`config.mk`:
```
export PLATFORM = sky130hd
export DESIGN_NAME = json_string_unescaper
export DESIGN_NICKNAME = d
export VERILOG_FILES = /design/src/jsu_pkg.sv /design/src/json_string_unescaper.sv /design/src/jsu_front.sv /design/src/jsu_queue.sv /design/src/jsu_back.sv
export VERILOG_INCLUDE_DIRS = /design/src /design/src/src
export SDC_FILE = /design/constraint.sdc
export NUM_CORES = 1
export LEC_CHECK = 0
export ABC_AREA = 0
export BUFFER_PORTS_ARGS = -buffer_cell sky130_fd_sc_hd__buf_4
export CAP_MARGIN = 10
export CORE_ASPECT_RATIO = 0.8
export CORE_UTILIZATION = 35
export DETAILED_ROUTE_END_ITERATION = 10
export GPL_TIMING_DRIVEN = 0
export PLACE_DENSITY = 0.61
export SYNTH_ARGS = -nofsm -noshare
export SYNTH_HDL_FRONTEND = slang
export SYNTH_SLANG_ARGS = --single-unit
```
`constraint.sdc`:
```
create_clock -name clk -period 5.2 [get_ports clk]
set_input_delay 0.78 -clock clk [delete_from_list [all_inputs] [get_ports clk]]
set_output_delay 0.78 -clock clk [all_outputs]
set_load 0.01 [all_outputs]
```
`src/json_string_unescaper_defines.svh`:
```
// ----------------------------------------------------------------------------
// Assertion macros for the JSON string unescaper
// Shared helpers for the concurrent checks of the block.
// ----------------------------------------------------------------------------
`ifndef JSON_STRING_UNESCAPER_DEFINES_SVH
`define JSON_STRING_UNESCAPER_DEFINES_SVH

// A condition that must hold at every clock edge outside reset.
`define JSU_ASSERT_ALWAYS(label, cond, msg) \
  label: assert property (@(posedge clk) disable iff (rst) (cond)) else $error(msg);

// A condition that, once true, implies another one in the next cycle.
`define JSU_ASSERT_NEXT(label, ante, cons, msg) \
  label: assert property (@(posedge clk) disable iff (rst) (ante) |=> (cons)) \
    else $error(msg);

`endif

```
`src/jsu_pkg.sv`:
```
// ----------------------------------------------------------------------------
// jsu_pkg
// Types and constants shared by the parts of the JSON string unescaper.
// ----------------------------------------------------------------------------
`timescale 1ns / 1ps

package jsu_pkg;

  typedef enum logic [1:0] {
    KIND_DATA = 2'd0,
    KIND_OK   = 2'd1,
    KIND_ERR  = 2'd2
  } kind_t;

  // One decoded unit: one to three result items.
  typedef struct packed {
    logic [7:0] b0;
    logic [7:0] b1;
    logic [7:0] b2;
    logic [1:0] n;
    kind_t      kind;
  } unit_t;

  localparam int QDEPTH = 4;
  localparam int QPTR_W = $clog2(QDEPTH);
  localparam int QCNT_W = $clog2(QDEPTH + 1);

  localparam logic [15:0] CAPACITY_RESET = 16'd64;

endpackage

```
`src/json_string_unescaper.sv`:
```
// Decoded units pass through a queue slot and then the output register to the ports.
// One input item per cycle while the queue is not full; a \u escape that decodes
// to two or three bytes leaves the single output register one byte after another, and
// a four-unit queue absorbs such bursts. Reset clears the decode state, the queue and
// the output valid flag at once, and sets capacity to 64.
// ----------------------------------------------------------------------------
// json_string_unescaper
// Decodes JSON string bodies to UTF-8 with an APB-style capacity register.
// ----------------------------------------------------------------------------
`timescale 1ns / 1ps

module json_string_unescaper #(
  parameter int COUNT_WIDTH = 16
) (
  input  logic        clk,
  input  logic        rst,
  input  logic        psel,
  input  logic        penable,
  input  logic        pwrite,
  input  logic [2:0]  paddr,
  input  logic [31:0] pwdata,
  output logic [31:0] prdata,
  output logic        pready,
  input  logic        push,
  output logic        full,
  input  logic        op,
  input  logic [7:0]  in_byte,
  output logic        empty,
  input  logic        pop,
  output logic [7:0]  out_byte,
  output logic [1:0]  kind,
  output logic        last
);
  import jsu_pkg::*;

  logic [15:0] capacity;
  logic        accept;
  logic        unit_push;
  unit_t       unit_data;
  logic        q_full;
  logic        q_valid;
  logic        q_pop;
  unit_t       q_data;

  assign pready = 1'b1;
  assign prdata = (paddr[2] == 1'b0) ? {16'h0000, capacity} : 32'h0000_0000;

  always_ff @(posedge clk) begin
    if (rst) begin
      capacity <= CAPACITY_RESET;
    end else if (psel && penable && pwrite && (paddr[2] == 1'b0)) begin
      capacity <= pwdata[15:0];
    end
  end

  assign full   = q_full;
  assign accept = push && !q_full;

  jsu_front #(
    .COUNT_WIDTH(COUNT_WIDTH)
  ) u_front (
    .clk       (clk),
    .rst       (rst),
    .accept    (accept),
    .op        (op),
    .in_byte   (in_byte),
    .capacity  (capacity),
    .unit_push (unit_push),
    .unit_data (unit_data)
  );

  jsu_queue u_queue (
    .clk     (clk),
    .rst     (rst),
    .wr_en   (unit_push),
    .wr_data (unit_data),
    .q_full  (q_full),
    .rd_en   (q_pop),
    .q_valid (q_valid),
    .rd_data (q_data)
  );

  jsu_back u_back (
    .clk      (clk),
    .rst      (rst),
    .q_valid  (q_valid),
    .q_data   (q_data),
    .q_pop    (q_pop),
    .pop      (pop),
    .empty    (empty),
    .out_byte (out_byte),
    .kind     (kind),
    .last     (last)
  );

endmodule

```
`src/jsu_front.sv`:
```
// ----------------------------------------------------------------------------
// jsu_front
// Accepts input items, tracks escape state and output count, and produces
// one decoded unit per item that causes results.
// ----------------------------------------------------------------------------
`timescale 1ns / 1ps

module jsu_front #(
  parameter int COUNT_WIDTH = 16
) (
  input  logic          clk,
  input  logic          rst,
  input  logic          accept,
  input  logic          op,
  input  logic [7:0]    in_byte,
  input  logic [15:0]   capacity,
  output logic          unit_push,
  output jsu_pkg::unit_t unit_data
);
  import jsu_pkg::*;

  typedef enum logic [2:0] {
    M_NORMAL = 3'd0,
    M_ESC    = 3'd1,
    M_HEX0   = 3'd2,
    M_HEX1   = 3'd3,
    M_HEX2   = 3'd4,
    M_HEX3   = 3'd5
  } mode_t;

  localparam int TW = ((COUNT_WIDTH > 16) ? COUNT_WIDTH : 16) + 1;
  localparam logic [TW-1:0] CMAX = {{(TW - COUNT_WIDTH){1'b0}}, {COUNT_WIDTH{1'b1}}};

  localparam logic [7:0] CH_QUOTE  = 8'h22;
  localparam logic [7:0] CH_BSLASH = 8'h5C;
  localparam logic [7:0] CH_SLASH  = 8'h2F;
  localparam logic [7:0] CH_U      = 8'h75;

  mode_t                  mode, mode_next;
  logic [15:0]            code_point, code_point_next;
  logic [COUNT_WIDTH-1:0] out_count, out_count_next;
  logic                   error_seen, error_seen_next;

  logic [7:0]    esc_byte;
  logic          esc_ok;
  logic [3:0]    hex_val;
  logic          hex_ok;
  logic [15:0]   cp_new;
  unit_t         hex_unit;
  logic [1:0]    unit_len;
  logic [TW-1:0] total;
  logic          fits;
  logic          end_bad;
  unit_t         unit_c;
  logic          push_c;

  always_comb begin
    esc_ok = 1'b1;
    case (in_byte)
      CH_QUOTE:  esc_byte = CH_QUOTE;
      CH_BSLASH: esc_byte = CH_BSLASH;
      CH_SLASH:  esc_byte = CH_SLASH;
      8'h62:     esc_byte = 8'h08;
      8'h66:     esc_byte = 8'h0C;
      8'h6E:     esc_byte = 8'h0A;
      8'h72:     esc_byte = 8'h0D;
      8'h74:     esc_byte = 8'h09;
      default: begin
        esc_byte = 8'h00;
        esc_ok   = 1'b0;
      end
    endcase
  end

  always_comb begin
    hex_ok  = 1'b1;
    hex_val = 4'd0;
    if (in_byte >= 8'h30 && in_byte <= 8'h39) begin
      hex_val = in_byte[3:0];
    end else if ((in_byte >= 8'h61 && in_byte <= 8'h66) ||
                 (in_byte >= 8'h41 && in_byte <= 8'h46)) begin
      hex_val = in_byte[3:0] + 4'd9;
    end else begin
      hex_ok = 1'b0;
    end
  end

  assign cp_new = {code_point[11:0], hex_val};

  always_comb begin
    hex_unit.kind = KIND_DATA;
    if (cp_new[15:11] == 5'b11011) begin
      hex_unit.n  = 2'd3;
      hex_unit.b0 = 8'hEF;
      hex_unit.b1 = 8'hBF;
      hex_unit.b2 = 8'hBD;
    end else if (cp_new[15:7] == 9'd0) begin
      hex_unit.n  = 2'd1;
      hex_unit.b0 = {1'b0, cp_new[6:0]};
      hex_unit.b1 = 8'h00;
      hex_unit.b2 = 8'h00;
    end else if (cp_new[15:11] == 5'd0) begin
      hex_unit.n  = 2'd2;
      hex_unit.b0 = 8'hC0 | {3'b000, cp_new[10:6]};
      hex_unit.b1 = 8'h80 | {2'b00, cp_new[5:0]};
      hex_unit.b2 = 8'h00;
    end else begin
      hex_unit.n  = 2'd3;
      hex_unit.b0 = 8'hE0 | {4'b0000, cp_new[15:12]};
      hex_unit.b1 = 8'h80 | {2'b00, cp_new[11:6]};
      hex_unit.b2 = 8'h80 | {2'b00, cp_new[5:0]};
    end
  end

  assign unit_len = (mode == M_HEX3) ? hex_unit.n : 2'd1;
  assign total    = {{(TW - COUNT_WIDTH){1'b0}}, out_count} + {{(TW - 2){1'b0}}, unit_len};
  assign fits     = (total < {{(TW - 16){1'b0}}, capacity}) && (total <= CMAX);
  assign end_bad  = error_seen || (mode != M_NORMAL) ||
                    ({{(TW - COUNT_WIDTH){1'b0}}, out_count} >= {{(TW - 16){1'b0}}, capacity});

  always_comb begin
    mode_next       = mode;
    code_point_next = code_point;
    out_count_next  = out_count;
    error_seen_next = error_seen;
    push_c          = 1'b0;
    unit_c          = '{b0: 8'h00, b1: 8'h00, b2: 8'h00, n: 2'd1, kind: KIND_ERR};
    if (accept) begin
      if (op) begin
        push_c          = 1'b1;
        unit_c.kind     = end_bad ? KIND_ERR : KIND_OK;
        mode_next       = M_NORMAL;
        code_point_next = 16'd0;
        out_count_next  = '0;
        error_seen_next = 1'b0;
      end else if (!error_seen) begin
        case (mode)
          M_ESC: begin
            if (in_byte == CH_U) begin
              mode_next       = M_HEX0;
              code_point_next = 16'd0;
            end else if (esc_ok && fits) begin
              mode_next      = M_NORMAL;
              push_c         = 1'b1;
              unit_c.kind    = KIND_DATA;
              unit_c.b0      = esc_byte;
              out_count_next = out_count + COUNT_WIDTH'(1);
            end else begin
              error_seen_next = 1'b1;
              mode_next       = M_NORMAL;
              push_c          = 1'b1;
            end
          end
          M_HEX0, M_HEX1, M_HEX2: begin
            if (hex_ok) begin
              code_point_next = cp_new;
              mode_next       = mode_t'(mode + 3'd1);
            end else begin
              error_seen_next = 1'b1;
              mode_next       = M_NORMAL;
              push_c          = 1'b1;
            end
          end
          M_HEX3: begin
            mode_next = M_NORMAL;
            push_c    = 1'b1;
            if (hex_ok) begin
              code_point_next = cp_new;
            end
            if (hex_ok && fits) begin
              unit_c         = hex_unit;
              out_count_next = out_count + COUNT_WIDTH'(hex_unit.n);
            end else begin
              error_seen_next = 1'b1;
            end
          end
          default: begin
            mode_next = M_NORMAL;
            if (in_byte == CH_BSLASH) begin
              mode_next = M_ESC;
            end else if (fits) begin
              push_c         = 1'b1;
              unit_c.kind    = KIND_DATA;
              unit_c.b0      = in_byte;
              out_count_next = out_count + COUNT_WIDTH'(1);
            end else begin
              error_seen_next = 1'b1;
              push_c          = 1'b1;
            end
          end
        endcase
      end
    end
  end

  assign unit_push = push_c;
  assign unit_data = unit_c;

  always_ff @(posedge clk) begin
    if (rst) begin
      mode       <= M_NORMAL;
      code_point <= 16'd0;
      out_count  <= '0;
      error_seen <= 1'b0;
    end else begin
      mode       <= mode_next;
      code_point <= code_point_next;
      out_count  <= out_count_next;
      error_seen <= error_seen_next;
    end
  end

endmodule

```
`src/jsu_queue.sv`:
```
// ----------------------------------------------------------------------------
// jsu_queue
// Short queue of decoded units between the front and the back part.
// ----------------------------------------------------------------------------
`timescale 1ns / 1ps

module jsu_queue (
  input  logic           clk,
  input  logic           rst,
  input  logic           wr_en,
  input  jsu_pkg::unit_t wr_data,
  output logic           q_full,
  input  logic           rd_en,
  output logic           q_valid,
  output jsu_pkg::unit_t rd_data
);
  import jsu_pkg::*;

  unit_t             slots [QDEPTH];
  logic [QPTR_W-1:0] wptr, rptr;
  logic [QCNT_W-1:0] count;

  assign q_full  = (count == QCNT_W'(QDEPTH));
  assign q_valid = (count != '0);
  assign rd_data = slots[rptr];

  always_ff @(posedge clk) begin
    if (wr_en && !q_full) begin
      slots[wptr] <= wr_data;
    end
  end

  always_ff @(posedge clk) begin
    if (rst) begin
      wptr  <= '0;
      rptr  <= '0;
      count <= '0;
    end else begin
      if (wr_en && !q_full) begin
        wptr <= wptr + QPTR_W'(1);
      end
      if (rd_en && q_valid) begin
        rptr <= rptr + QPTR_W'(1);
      end
      case ({wr_en && !q_full, rd_en && q_valid})
        2'b10:   count <= count + QCNT_W'(1);
        2'b01:   count <= count - QCNT_W'(1);
        default: count <= count;
      endcase
    end
  end

endmodule

```
`src/jsu_back.sv`:
```
// ----------------------------------------------------------------------------
// jsu_back
// Serializes queued units into result items through an output register.
// ----------------------------------------------------------------------------
`timescale 1ns / 1ps
`include "json_string_unescaper_defines.svh"

module jsu_back (
  input  logic           clk,
  input  logic           rst,
  input  logic           q_valid,
  input  jsu_pkg::unit_t q_data,
  output logic           q_pop,
  input  logic           pop,
  output logic           empty,
  output logic [7:0]     out_byte,
  output logic [1:0]     kind,
  output logic           last
);
  import jsu_pkg::*;

  logic       out_valid;
  logic [1:0] idx;
  logic [7:0] sel_byte;
  logic       sel_last;
  logic       load;

  always_comb begin
    case (idx)
      2'd0:    sel_byte = q_data.b0;
      2'd1:    sel_byte = q_data.b1;
      2'd2:    sel_byte = q_data.b2;
      default: sel_byte = 8'h00;
    endcase
  end

  assign sel_last = (idx == (q_data.n - 2'd1));
  assign load     = q_valid && (!out_valid || pop);
  assign q_pop    = load && sel_last;
  assign empty    = !out_valid;

  always_ff @(posedge clk) begin
    if (rst) begin
      out_valid <= 1'b0;
      idx       <= 2'd0;
    end else if (load) begin
      out_valid <= 1'b1;
      idx       <= sel_last ? 2'd0 : idx + 2'd1;
    end else if (pop) begin
      out_valid <= 1'b0;
    end
  end

  always_ff @(posedge clk) begin
    if (load) begin
      out_byte <= sel_byte;
      kind     <= q_data.kind;
      last     <= sel_last;
    end
  end

  `JSU_ASSERT_ALWAYS(a_idx_in_unit, !q_valid || (idx < q_data.n), "byte index past unit")
  `JSU_ASSERT_ALWAYS(a_unit_nonempty, !q_valid || (q_data.n != 2'd0), "empty unit queued")
  `JSU_ASSERT_ALWAYS(a_status_is_last, !out_valid || (kind == KIND_DATA) || last,
                     "status item without last")
  `JSU_ASSERT_NEXT(a_unit_continues, load && !sel_last, q_valid && (idx != 2'd0),
                   "unit left before its last item")

endmodule
```
After elaboration in Yosys (flattened, before gate mapping)
Memory sizes are Yosys's and may differ from the RTL's. A register that Yosys moved wholly into a read port is not among the register bits.
Cells that the tools add are included.
{ "word_totals": {"regBits": 69, "mem_bits_rw": 112, "in_bits": 51, "output_inout_bits": 46, "word_cells": 170, "n_memories": 1} }
{ "memory_table": {"columns": ["memory", "words", "width", "read_ports", "rd_ports_with_merged_regs", "wr", "line_no", "text"], "rows": [
  ["u_queue.slots", 4, 28, 1, 1, 1, "jsu_queue.sv:19", "unit_t slots [QDEPTH];"]
]} }
{ "classes": {"add_sub_neg": 11, "n_lt_le_gt_ge": 9, "eq_ne": 29, "muxes": 71, "n_bitwise": 1, "reduce_logical": 35} }
{ "op_table": {"columns": ["cell", "n"], "rows": [
  ["2-to-1 mux 16 bit", 8],
  ["2-to-1 mux 28 bit", 3],
  ["2-to-1 mux 26 bit", 3],
  ["equality test 8 x 7 -> 1 bit (second input constant)", 7],
  ["one-hot mux 7 bit (8 select lines)", 1],
  ["2-to-1 mux 12 bit", 4],
  ["one-hot mux 16 bit (3 select lines)", 1],
  ["one-hot mux 8 bit (3 select lines)", 2],
  ["2-to-1 mux 24 bit", 1],
  ["2-to-1 mux 8 bit", 3],
  ["one-hot mux 12 bit (2 select lines)", 1],
  ["2-to-1 mux 2 bit", 11],
  ["2-to-1 mux 1 bit", 21],
  ["2-to-1 mux 18 bit", 1],
  ["adder 16 x 2 -> 17 bit", 1],
  ["less-or-equal comparator 17 x 16 -> 1 bit (second input constant)", 1],
  ["< comparator 17 x 16 -> 1 bit", 1],
  ["adder 16 x 1 -> 16 bit (second input constant)", 1],
  ["adder 16 x 2 -> 16 bit", 1],
  ["equality test 8 x 6 -> 1 bit (second input constant)", 2],
  [">= comparator 16 bit", 1],
  [">= comparator 8 x 7 -> 1 bit (second input constant)", 2],
  ["less-or-equal comparator 8 x 7 -> 1 bit (second input constant)", 2],
  ["logical AND 1 bit", 14],
  ["41 further kinds", 63]
]} }

Logic depth before layout (Yosys ltp)
{ "logic_depth": {"ltp_word": 19, "ltp_mapped": 21, "depth_no_buf": 19} }

Hierarchy
Synthesis repeated with hierarchy kept, for this count alone.
{ "hier_totals": {"cells_unflattened": 837, "area_unflattened_um2": 9784.4} }
{ "modules_own_cells": {"columns": ["module", "n_inst", "cells_each", "area_per_inst_um2", "seq_area_each_um2"], "rows": [
  ["jsu_queue", 1, 198, 4565.6, 3543.4],
  ["jsu_front", 1, 476, 3552.2, 640.6],
  ["json_string_unescaper", 1, 107, 988.4, 320.3],
  ["jsu_back", 1, 56, 678.2, 390.4]
]} }

Worst setup path before layout
No wires, ideal clock.
{ "synth_path": {"path_type": "flip-flop to flip-flop", "startpoint": "register u_front.code_point[3]", "endpoint": "memory u_queue.slots[0][5] in the netlist's numbering, data pin", "setup_time_ns": 0.239, "arrival_ns": 4.199, "slack_ns": 0.762, "path_stages_with_launch": 19, "n_path_buf": 1, "cell_sequence": "dfxtp_1 nor4_1 nor2_1 nand3_1 ha_1 fa_1 and4_1 nand4_1 or2_2 nand2_1 ha_1 a21oi_1 o21a_1 a2bb2oi_1 o211ai_1 buf_2 nor3_4 nand2_1 nor4bb_1"} }
{ "synth_rtl": {"columns": ["item", "line_no", "text"], "rows": [
  ["start, declared", "jsu_front.sv:40", "logic [15:0] code_point, code_point_next;"],
  ["start signal, assigned", "jsu_front.sv:207", "code_point <= code_point_next;"],
  ["end, declared", "jsu_queue.sv:19", null]
]} }

Worst setup path in the final report
{ "layout_path": {"startpoint": "register u_front.code_point[5]", "endpoint": "register u_front.out_count[1]"} }
{ "layout_via": {"elab_chain_cells": 10, "elab_cells_between_ends": 19} }
{ "layout_lines": {"columns": ["item", "line_no", "text"], "rows": [
  ["zero test 9 bit (*)", "jsu_front.sv:97", "end else if (cp_new[15:7] == 9'd0) begin"],
  ["2-to-1 mux 26 bit (*)", "jsu_front.sv:97", null],
  ["2-to-1 mux 26 bit (*)", "jsu_front.sv:92", "if (cp_new[15:11] == 5'b11011) begin"],
  ["2-to-1 mux 2 bit", "jsu_front.sv:115", "assign unit_len = (mode == M_HEX3) ? hex_unit.n : 2'd1;"],
  ["adder 16 x 2 -> 17 bit", "jsu_front.sv:116", "assign total = {{(TW - COUNT_WIDTH){1'b0}}, out_count} + {{(TW - 2){1'b0}}, unit_len};"],
  ["< comparator 17 x 16 -> 1 bit / less-or-equal comparator 17 x 16 -> 1 bit (equally long branches)", "jsu_front.sv:117", "assign fits = (total < {{(TW - 16){1'b0}}, capacity}) && (total <= CMAX);"],
  ["logical AND 1 bit", "jsu_front.sv:117", null],
  ["logical AND 1 bit (on tied branches)", "jsu_front.sv:170, jsu_front.sv:142", null],
  ["inequality test 3 bit (no line) / inequality test 3 x 2 -> 1 bit (equally long branches)", null, null],
  ["AND reduction 8 bit (no line)", null, null],
  ["end signal, assigned", "jsu_front.sv:208", "out_count <= out_count_next;"],
  ["end, declared", "jsu_front.sv:41", "logic [COUNT_WIDTH-1:0] out_count, out_count_next;"]
]} }
Every way passes the cells marked *; elsewhere a longest branch is shown, timed or not. The select of a mux whose other input is x is not followed.
A chain may end at the register's enable or synchronous reset.

==> Implementation_results.wiki <==
{| class="wikitable"
! Metric !! Value
|-
| Clock Pin Slew Worst Setup and Hold Paths || 0.07 ns
|-
| Fraction of layout cells with a size suffix above 1 || 21.6%
|-
| Count of flip-flops with a built-in enable after synthesis || 111
|-
| Total instance count after detailed placement || 1193
|-
| TritonCTS buffer count || 17
|-
| Crit path largest cell delay || 0.52 ns
|-
| Endpoints failing setup || 0
|-
| Placer Congestion || 0.898
|-
| Overall die area || 25900 um^2
|-
| Worst setup skew after layout || 0.0247 ns
|-
| Post-synthesis cell area || 8850 um^2
|-
| Data required time at the worst endpoint || 5.57 ns
|-
| Leakage power || 3.95 nW
|-
| Tightest Hold Check Type || reg2reg
|-
| Final antenna-violating net count || 0
|-
| Sw Pwr || 1.20 mW
|-
| Fmax || 0.208 GHz
|-
| Relative contribution of combinational cells to total power || 24.8%
|-
| Met2 Resource Use GR || 25.4%
|-
| Number of top-level pins || 97
|-
| CTS tree || done
|-
| Remaining global-route overflow || 0
|-
| Met1 track demand over resource || 24.4%
|-
| Async S/R FF share, synth || 0%
|-
| Top Usage Layer GRT || met2
|-
| Count of maximum capacitance violations || 0
|-
| Crit path setup slack, layout || 0.398 ns
|-
| Avg Synthesized Cell Area || 11.1 um^2
|-
| Relative contribution of sequential cells to total power || 43.9%
|-
| Commonest cells after routing, fill and taps aside || edfxtp_1 (111), nand2_1 (93), buf_4 (82)
|-
| Via count of the first global-routing pass || 6035
|-
| Initial core utilization || 36.0%
|-
| Power density of the placed cells || 381 nW/um^2
|-
| Count of non-filler cells in the finished layout || 1229
|-
| Clock Tree Root || clkbuf_16
|-
| Final Hold Slack || 0.454 ns
|-
| Number of remaining DRC errors || 2
|-
| Area growth from synthesis to final layout || 19.6%
|-
| H-Tree Level Count || 4
|-
| Worst-Skew Late Latency || 0.44 ns
|-
| Top fanout value on the critical path || 10
|-
| Std cell rows || 51
|-
| Instance area after placement || 9840 um^2
|-
| Setup crit end kind || flop
|-
| Most common cell after layout, fill and taps aside || edfxtp_1
|-
| Critical path, cell by cell || nor4_4 > buf_4 > nor2_4 > nand3_1 > ha_1 > fa_1 > and4_1 > nand4_1 > nor2_1 > xor2_1 > ha_1 > nand4_1 > nor4_2 > o21ai_0 > o211ai_1 > buf_4 > o31a_1 > buf_2 > a22o_1
|-
| Total power draw || 4.03 mW
|-
| Internal power || 2.83 mW
|-
| Max_slew headroom || 32.0%
|-
| Sequential-to-total area share from yosys stat || 51.2%
|-
| Number of DRC markers in iteration 0 || 456
|-
| Switching portion of total power || 29.7%
|-
| Run status || complete, but fails checks
|-
| Routed length per instance || 17.3 um
|-
| Number of clock sinks || 171
|-
| Slew at the pin with the worst max-slew slack || 1.01 ns
|-
| Detailed-router iteration count before antenna repair || 8
|-
| # fillers || 2345
|-
| Highest ir drop seen on vdd || 0.206 mV
|-
| Die Span Y || 144 um
|-
| Synth Warn # || 0
|-
| Prevailing post-synth register cell || edfxtp_1
|-
| Standard cell with the maximum stage delay on the critical path || dfxtp_1
|-
| Final period utilization || 92.3%
|-
| Total via count after detailed routing || 6399
|-
| Util after Layout || 43.1%
|-
| Arrival time reported for the critical path endpoint || 5.17 ns
|-
| Worst slack after detailed placement || -0.562 ns
|-
| Maximum number of pins on one net before global-route repair || 18
|-
| PortBufs || 58
|-
| HPWL after detailed placement || 15500 um
|-
| WS Path Type || reg2reg
|-
| Failing checks || DRC
|-
| Wire length of the first global-routing pass || 33300 um
|-
| Global Route met3 Usage || 3.78%
|-
| Via/cell ratio || 5.21
|-
| Die span in x || 180 um
|-
| Clock share of power || 31.3%
|-
| Number of inserted diodes || 0
|-
| Buffer depth of the longest clock path || 2
|-
| Number of pins with negative max-slew slack in the final report || 0
|-
| Area of all placed cells without fillers || 10600 um^2
|-
| Count of endpoints failing hold in the final timing report || 0
|-
| Total negative slack || 0 ns
|-
| Final-stage net count || 1003
|-
| Floorplan Core Area || 24600 um^2
|-
| Post-layout min period || 4.80 ns
|-
| Final Routed Wirelength || 21200 um
|-
| Register bit total from synthesis || 171
|-
| Antenna violations before repair || 0
|-
| Crit start category || flop
|-
| Distinct cell type count of the synthesized netlist || 75
|-
| GRT Resource Usage Total || 16.8%
|-
| Number of instances in the synthesized netlist || 798
|-
| # hold bufs at CTS || 0
|}
-- layout make-up --
cell class | instances | area, um^2 | area share, %
flip-flops and latches | 171 | 4530 | 42.9
plain buffers | 51 | 290 | 2.74
inverters | 38 | 148 | 1.40
clock inverters | 14 | 156 | 1.48
well taps | 318 | 398 | 3.76
repair buffers | 66 | 563 | 5.32
multi-input cells | 553 | 4060 | 38.4
clock buffers | 18 | 429 | 4.06
-- timing repair --
item                                    4_1_cts  5_1_grt
endpoints found under the setup margin       98      108
gates cloned                                  0        0
pin swaps                                     0        5
buffers inserted                              0        4
resized for setup                             8       22
-- sequential cells by signal (all words and copies together), names as in the netlist, 2 cells and up, named ones only --
| name | count |
|---|---|
| u_queue.slots | 100 |
| capacity | 16 |
| u_front.out_count | 16 |
| u_front.code_point | 12 |
| u_back.out_byte | 8 |
| u_front.mode | 3 |
| u_queue.count | 3 |
| u_back.idx | 2 |
| u_back.kind | 2 |
| u_queue.rptr | 2 |
| u_queue.wptr | 2 |
-- routing by layer --
layer  wire [um]  vias up
met5           0        -
met4         223        0
met3        1220       15
met2        9180      200
met1       10600     3063
li1            -     3121
-- kinds of logic after synthesis --
kind of cell / Yosys count / share of synthesized area (%)
compound gates: 177 / 12.8
flops: 171 / 51.2
other cells: 2 / 0.0849
xor+xnor: 14 / 1.39
simple gates: 263 / 15.1
buf+inv: 89 / 4.89
mux: 28 / 6.73
fa+ha+maj: 54 / 7.81
-- critical path, delay by kind of cell, from the launching register on --
| kind | cells | cell delay (ns) |
|---|---|---|
| AND/OR/NAND/NOR | 8 | 1.42 |
| adder cells (fa/ha/maj) | 3 | 1.00 |
| AO/OA/AOI/OAI | 4 | 0.88 |
| buffers and inverters | 3 | 0.72 |
| flip-flops | 1 | 0.52 |
| XOR/XNOR | 1 | 0.16 |
-- cell usage after synthesis, types with 3 or more instances --
| cell type | number | share of area, % |
|---|---|---|
| a21o_1 | 13 | 1.1 |
| a21oi_1 | 84 | 4.8 |
| a21oi_2 | 5 | 0.49 |
| a22o_1 | 10 | 0.99 |
| a22oi_1 | 13 | 1.1 |
| a31oi_1 | 4 | 0.28 |
| and2_1 | 9 | 0.64 |
| and3_1 | 4 | 0.28 |
| and4_1 | 3 | 0.30 |
| and4b_1 | 4 | 0.45 |
| buf_2 | 9 | 0.51 |
| buf_4 | 18 | 1.5 |
| clkbuf_1 | 21 | 0.89 |
| dfxtp_1 | 60 | 14 |
| edfxtp_1 | 111 | 38 |
| ha_1 | 52 | 7.4 |
| inv_1 | 37 | 1.6 |
| mux4_2 | 25 | 6.4 |
| nand2_1 | 94 | 4.0 |
| nand2b_1 | 9 | 0.64 |
| nand3_1 | 23 | 1.3 |
| nand3b_1 | 3 | 0.25 |
| nand4_1 | 8 | 0.57 |
| nand4b_1 | 3 | 0.30 |
| nor2_1 | 52 | 2.2 |
| nor2b_1 | 7 | 0.49 |
| nor3_1 | 11 | 0.62 |
| nor4_1 | 5 | 0.35 |
| o21a_1 | 4 | 0.34 |
| o21ai_0 | 18 | 1.0 |
| or2_2 | 6 | 0.42 |
| or3_1 | 3 | 0.21 |
| or3b_1 | 3 | 0.30 |
| xnor2_1 | 9 | 0.89 |
| xor2_1 | 5 | 0.49 |
-- power by group through the flow --
stage | clock network (mW) | logic, mW | registers, mW
4_1_cts | 1.29 | 1.02 | 1.77
2_1_floorplan | 0 | 0.633 | 1.81
3_5_place_dp | 0 | 1.01 | 1.80
6_report | 1.26 | 0.998 | 1.77
5_1_grt | 1.35 | 1.10 | 1.79
3_3_place_gp | 0 | 0.956 | 1.80
-- final timing paths --
check | start | endpoint | slack, ns | cells past startpoint
worst max-delay path | u_front.code_point[5] | u_front.out_count[1] | 0.40 | 19
worst min register to register | capacity[3] | capacity[3] | 0.45 | 2
worst max register to register | u_front.code_point[5] | u_front.out_count[1] | 0.40 | 19
worst min-delay path | capacity[3] | capacity[3] | 0.45 | 2
Power figures use the tool's default switching activity.
